===== config.mk =====
export PLATFORM = sky130hd
export DESIGN_NAME = efp_fifo
export DESIGN_NICKNAME = d
export VERILOG_FILES = /design/src/rtl/efp_fifo.sv
export SDC_FILE = /design/constraint.sdc
export NUM_CORES = 1
export LEC_CHECK = 0
export CORE_ASPECT_RATIO = 1.75
export CORE_MARGIN = 10
export CORE_UTILIZATION = 45
export DETAILED_ROUTE_END_ITERATION = 6
export DONT_BUFFER_PORTS = 1
export PLACE_DENSITY_LB_ADDON = 0.25
export SYNTH_ARGS = -nofsm -noshare
export SYNTH_HDL_FRONTEND = slang
export SYNTH_SLANG_ARGS = --single-unit

===== constraint.sdc =====
create_clock -name clk_i -period 5.8 [get_ports clk_i]
set_input_delay 0.58 -clock clk_i [delete_from_list [all_inputs] [get_ports clk_i]]
set_output_delay 0.58 -clock clk_i [all_outputs]
set_load 0.01 [all_outputs]

===== src/rtl/efp_fifo.sv =====
// ----------------------------------------------------------------------------
// efp_fifo
// Small register queue with a first-word-fall-through head.
// ----------------------------------------------------------------------------
module efp_fifo #(
  parameter int unsigned WIDTH = 65,
  parameter int unsigned DEPTH = 2
) (
  input  logic             clk_i,
  input  logic             rst_ni,
  input  logic             push_i,
  input  logic [WIDTH-1:0] data_i,
  input  logic             pop_i,
  output logic [WIDTH-1:0] data_o,
  output logic             full_o,
  output logic             empty_o
);
  localparam int unsigned PTR_W = (DEPTH > 1) ? $clog2(DEPTH) : 1;
  localparam int unsigned CNT_W = $clog2(DEPTH + 1);

  logic [WIDTH-1:0] mem_q [DEPTH];
  logic [PTR_W-1:0] wr_ptr_q, wr_ptr_d;
  logic [PTR_W-1:0] rd_ptr_q, rd_ptr_d;
  logic [CNT_W-1:0] count_q, count_d;
  logic             do_push, do_pop;

  assign full_o  = (count_q == CNT_W'(DEPTH));
  assign empty_o = (count_q == '0);
  assign data_o  = mem_q[rd_ptr_q];
  assign do_push = push_i && !full_o;
  assign do_pop  = pop_i && !empty_o;

  // pointer and fill count update
  always_comb begin
    wr_ptr_d = wr_ptr_q;
    rd_ptr_d = rd_ptr_q;
    count_d  = count_q;
    if (do_push) begin
      wr_ptr_d = (wr_ptr_q == PTR_W'(DEPTH - 1)) ? '0 : wr_ptr_q + PTR_W'(1);
    end
    if (do_pop) begin
      rd_ptr_d = (rd_ptr_q == PTR_W'(DEPTH - 1)) ? '0 : rd_ptr_q + PTR_W'(1);
    end
    if (do_push && !do_pop) begin
      count_d = count_q + CNT_W'(1);
    end else if (do_pop && !do_push) begin
      count_d = count_q - CNT_W'(1);
    end
  end

  always_ff @(posedge clk_i or negedge rst_ni) begin
    if (!rst_ni) begin
      wr_ptr_q <= '0;
      rd_ptr_q <= '0;
      count_q  <= '0;
    end else begin
      wr_ptr_q <= wr_ptr_d;
      rd_ptr_q <= rd_ptr_d;
      count_q  <= count_d;
    end
  end

  // storage
  always_ff @(posedge clk_i) begin
    if (do_push) begin
      mem_q[wr_ptr_q] <= data_i;
    end
  end

endmodule


==> results.toml <==
[critical_path]
crit_type = "flip-flop to primary output"
endpoint_kind = "primary output"
cp_slowest_cell = "dfrtp_4"
reg2reg_from = "count_q[0]$_DFFE_PN0P_"
path_buf_inv = 0
crit_required_ns = 5.22
path_cells = "mux2_2"
crit_path_max_fanout = 66
start_kind = "flip-flop"
cpPeakStageDelay_ns = 1.15
r2r_cells = 4
crit_arrival_ns = 2.06
worst_path_dominant_cell_family = "flip-flops"
r2r-end = "mem_q[0][28]$_DFFE_PP_"
r2r_slack_ns = 3.41

[outcome]
status = "finished clean"

[layout]
seqCellArea_sq_um = 4008
antennaDiodeCount = 0
drive_gt1_frac = 0.3976
multi_input_area_sq_um = 979.7
fin_area_sq_um = 5714
fillCellCount = 921
synthToLayoutAreaGrowth_pct = 13.18
nets = 306

[timing]
final.min_clock_period_ns = 2.638
hold_violations = 0
clock.fmax_ghz = 0.3791
finalSetupTns_ns = 0
slew_headroom = 0.2687
rsz0062_at_grt = "false"
max_slew.worst_pin.slew_ns = 1.097
min_period_over_period = 0.4548
setup_viol = 0
fin_skew_ns = 0.007671
drv_slew = 0

[placed_design]
io_buffer_count = 0
placed_area_sq_um = 5175
place.gp.congestion = 0.7334
dpl.hpwl_mm = 6.250

[worst_hold_path]
hold_start = "data_i[35]"
hold_end = "mem_q[0][35]$_DFFE_PP_"
holdPathStages = 0
hold_path.class = "primary input to flip-flop"

[clock_tree]
cts_resized = 0
htree_levels = 4
cts_buffers = 17
cts_sinks = 134
ctsHoldBuffers = 1
path_clk_slew_ns = 0.06
clock_latency_ns = 0.40
cts_root_buf = "clkbuf_16"
post_cts_buffers = 0
cts_tree = "done"
cts.path.max_buffers = 2

[logic_synthesis]
syn_nets = 291
yosys-mux-area-fraction = 0.1747
synth_xor_xnor_area_share = 0.008674
synth_simple_gate_area_frac = 0.005452
ys_types = 15
yosys_warnings = 0
synth_area_sq_um = 5049
ys_seq_area_frac = 0.7931
syn_avg_cell_area_sq_um = 22.84
synth_fa_ha_area_frac = 0.002478
ys_seq_elements = 134
syn_inst = 221
synth_top_family_by_area = "multiplexers"
synth-compound-area-share = 0.0009913

[floorplanning]
die_w_um = 100.1
die_height_um = 160.1
fp-row-count = 51
io_pins = 136
die_area_sq_um = 16020
start_util = 0.4573
core_area_sq_um = 11040

[grt]
antenna_found_initial = 0
first_global_vias = 2198
grt_max_degree = 67
grt_pass1_wl_mm = 13.68
grt_usage = 0.1166
overflow = 0

[drt]
firstDrtPassIters = 4
wl_per_cell_um = 23.80
ant_nets = 0
vias = 2007
viasPerCell = 5.268
wl_mm = 9.066
first_iter_violations = 132
drcViolationCount = 0

[pwr]
total_leakage_power_nw = 1.999
ir_drop_mv = 0.4778
power_density_nw_per_um2 = 548.1

[run]
maxCapViolCount = 0
through the flow:
step	setup WS, ns	hold slack, ns	utilization	total power, mW	cells
floorplan	1.926	0.2844	-	2.109	221
global placement	3.422	0.2846	0.4688	2.238	348
detailed placement	3.348	0.2846	0.4688	2.251	348
CTS	3.102	0.2419	0.5176	3.198	381
global route	3.053	0.2403	0.5176	3.284	381
finish	3.162	0.2687	0.5176	3.132	381
state kept, by name (all words and copies together) (netlist names):
| register | count |
|---|---|
| count_q | 2 |
| mem_q | 130 |
| rd_ptr_q | 1 |
| wr_ptr_q | 1 |
area by class of cell:
| class | instances | share of cell area |
|---|---|---|
| Timing Repair Buffer | 3 | 0.004379 |
| Tap cell | 132 | 0.02890 |
| Multi-Input combinational cell | 78 | 0.1714 |
| Clock buffer | 17 | 0.07445 |
| Clock inverter | 15 | 0.01817 |
| Sequential cell | 134 | 0.7013 |
| Inverter | 2 | 0.001314 |
cell usage after synthesis, drive strengths merged:
cell type    n  area, sq um
o21ai        1        5.000
dfrtp        4        100.1
nand2        1        3.750
nor2         3        11.26
edfxtp     130         3904
mux2        65        882.1
nand2b       1        6.260
xor2         2        17.52
and3         1        6.260
ha           1        12.51
xnor2        3        26.28
inv          2        7.510
buf          7        66.31
where the power goes:
part           switching (mW)  leakage, nW  internal (mW)
Combinational           0.362        0.497          0.343
Clock                   0.389        0.249          0.545
Sequential              0.166         1.25           1.33
Total                   0.916         2.00           2.22
metal layers:
layer  track usage  wire [um]  vias up
li1              -          -      902
met1       0.09862       2581     1003
met2        0.2005       5286       87
met3       0.07300        938       15
met4       0.06323        259        0
met5             0          0        -
worst max-delay path by stage:
stage / from / endpoint / slack, ns / cells after the start
after global placement: push_i / mem_q[0][12]$_DFFE_PP_ / 3.42 / 3
after floorplan: push_i / mem_q[0][0]$_DFFE_PP_ / 1.93 / 2
after CTS: rd_ptr_q$_DFFE_PN0P_ / data_o[38] / 3.10 / 1
after detailed placement: count_q[0]$_DFFE_PN0P_ / mem_q[0][5]$_DFFE_PP_ / 3.35 / 4
final: rd_ptr_q$_DFFE_PN0P_ / data_o[48] / 3.16 / 1
after global routing: rd_ptr_q$_DFFE_PN0P_ / data_o[48] / 3.05 / 1
placed cells by master, fill, tap and decap left out, types with 2 or more instances in the layout:
cell        instances
edfxtp_1          130
mux2_4             40
mux2_2             25
clkbuf_16          17
clkinvlp_4          4
inv_6               4
xnor2_1             3
clkinv_1            3
dfrtp_1             3
inv_1               2
nor2_1              2
xor2_1              2
clkinv_2            2
clkinv_4            2
buf_4               2
logic make-up (layout without fill, tap and decap cells):
kind of cell / Yosys count / count (layout)
fa+ha+maj: 1 / 1
flops: 134 / 134
mux: 65 / 65
simple gates: 6 / 6
buf+inv: 9 / 37
xor+xnor: 5 / 5
compound gates: 1 / 1
(Power assumes the default switching activity.)
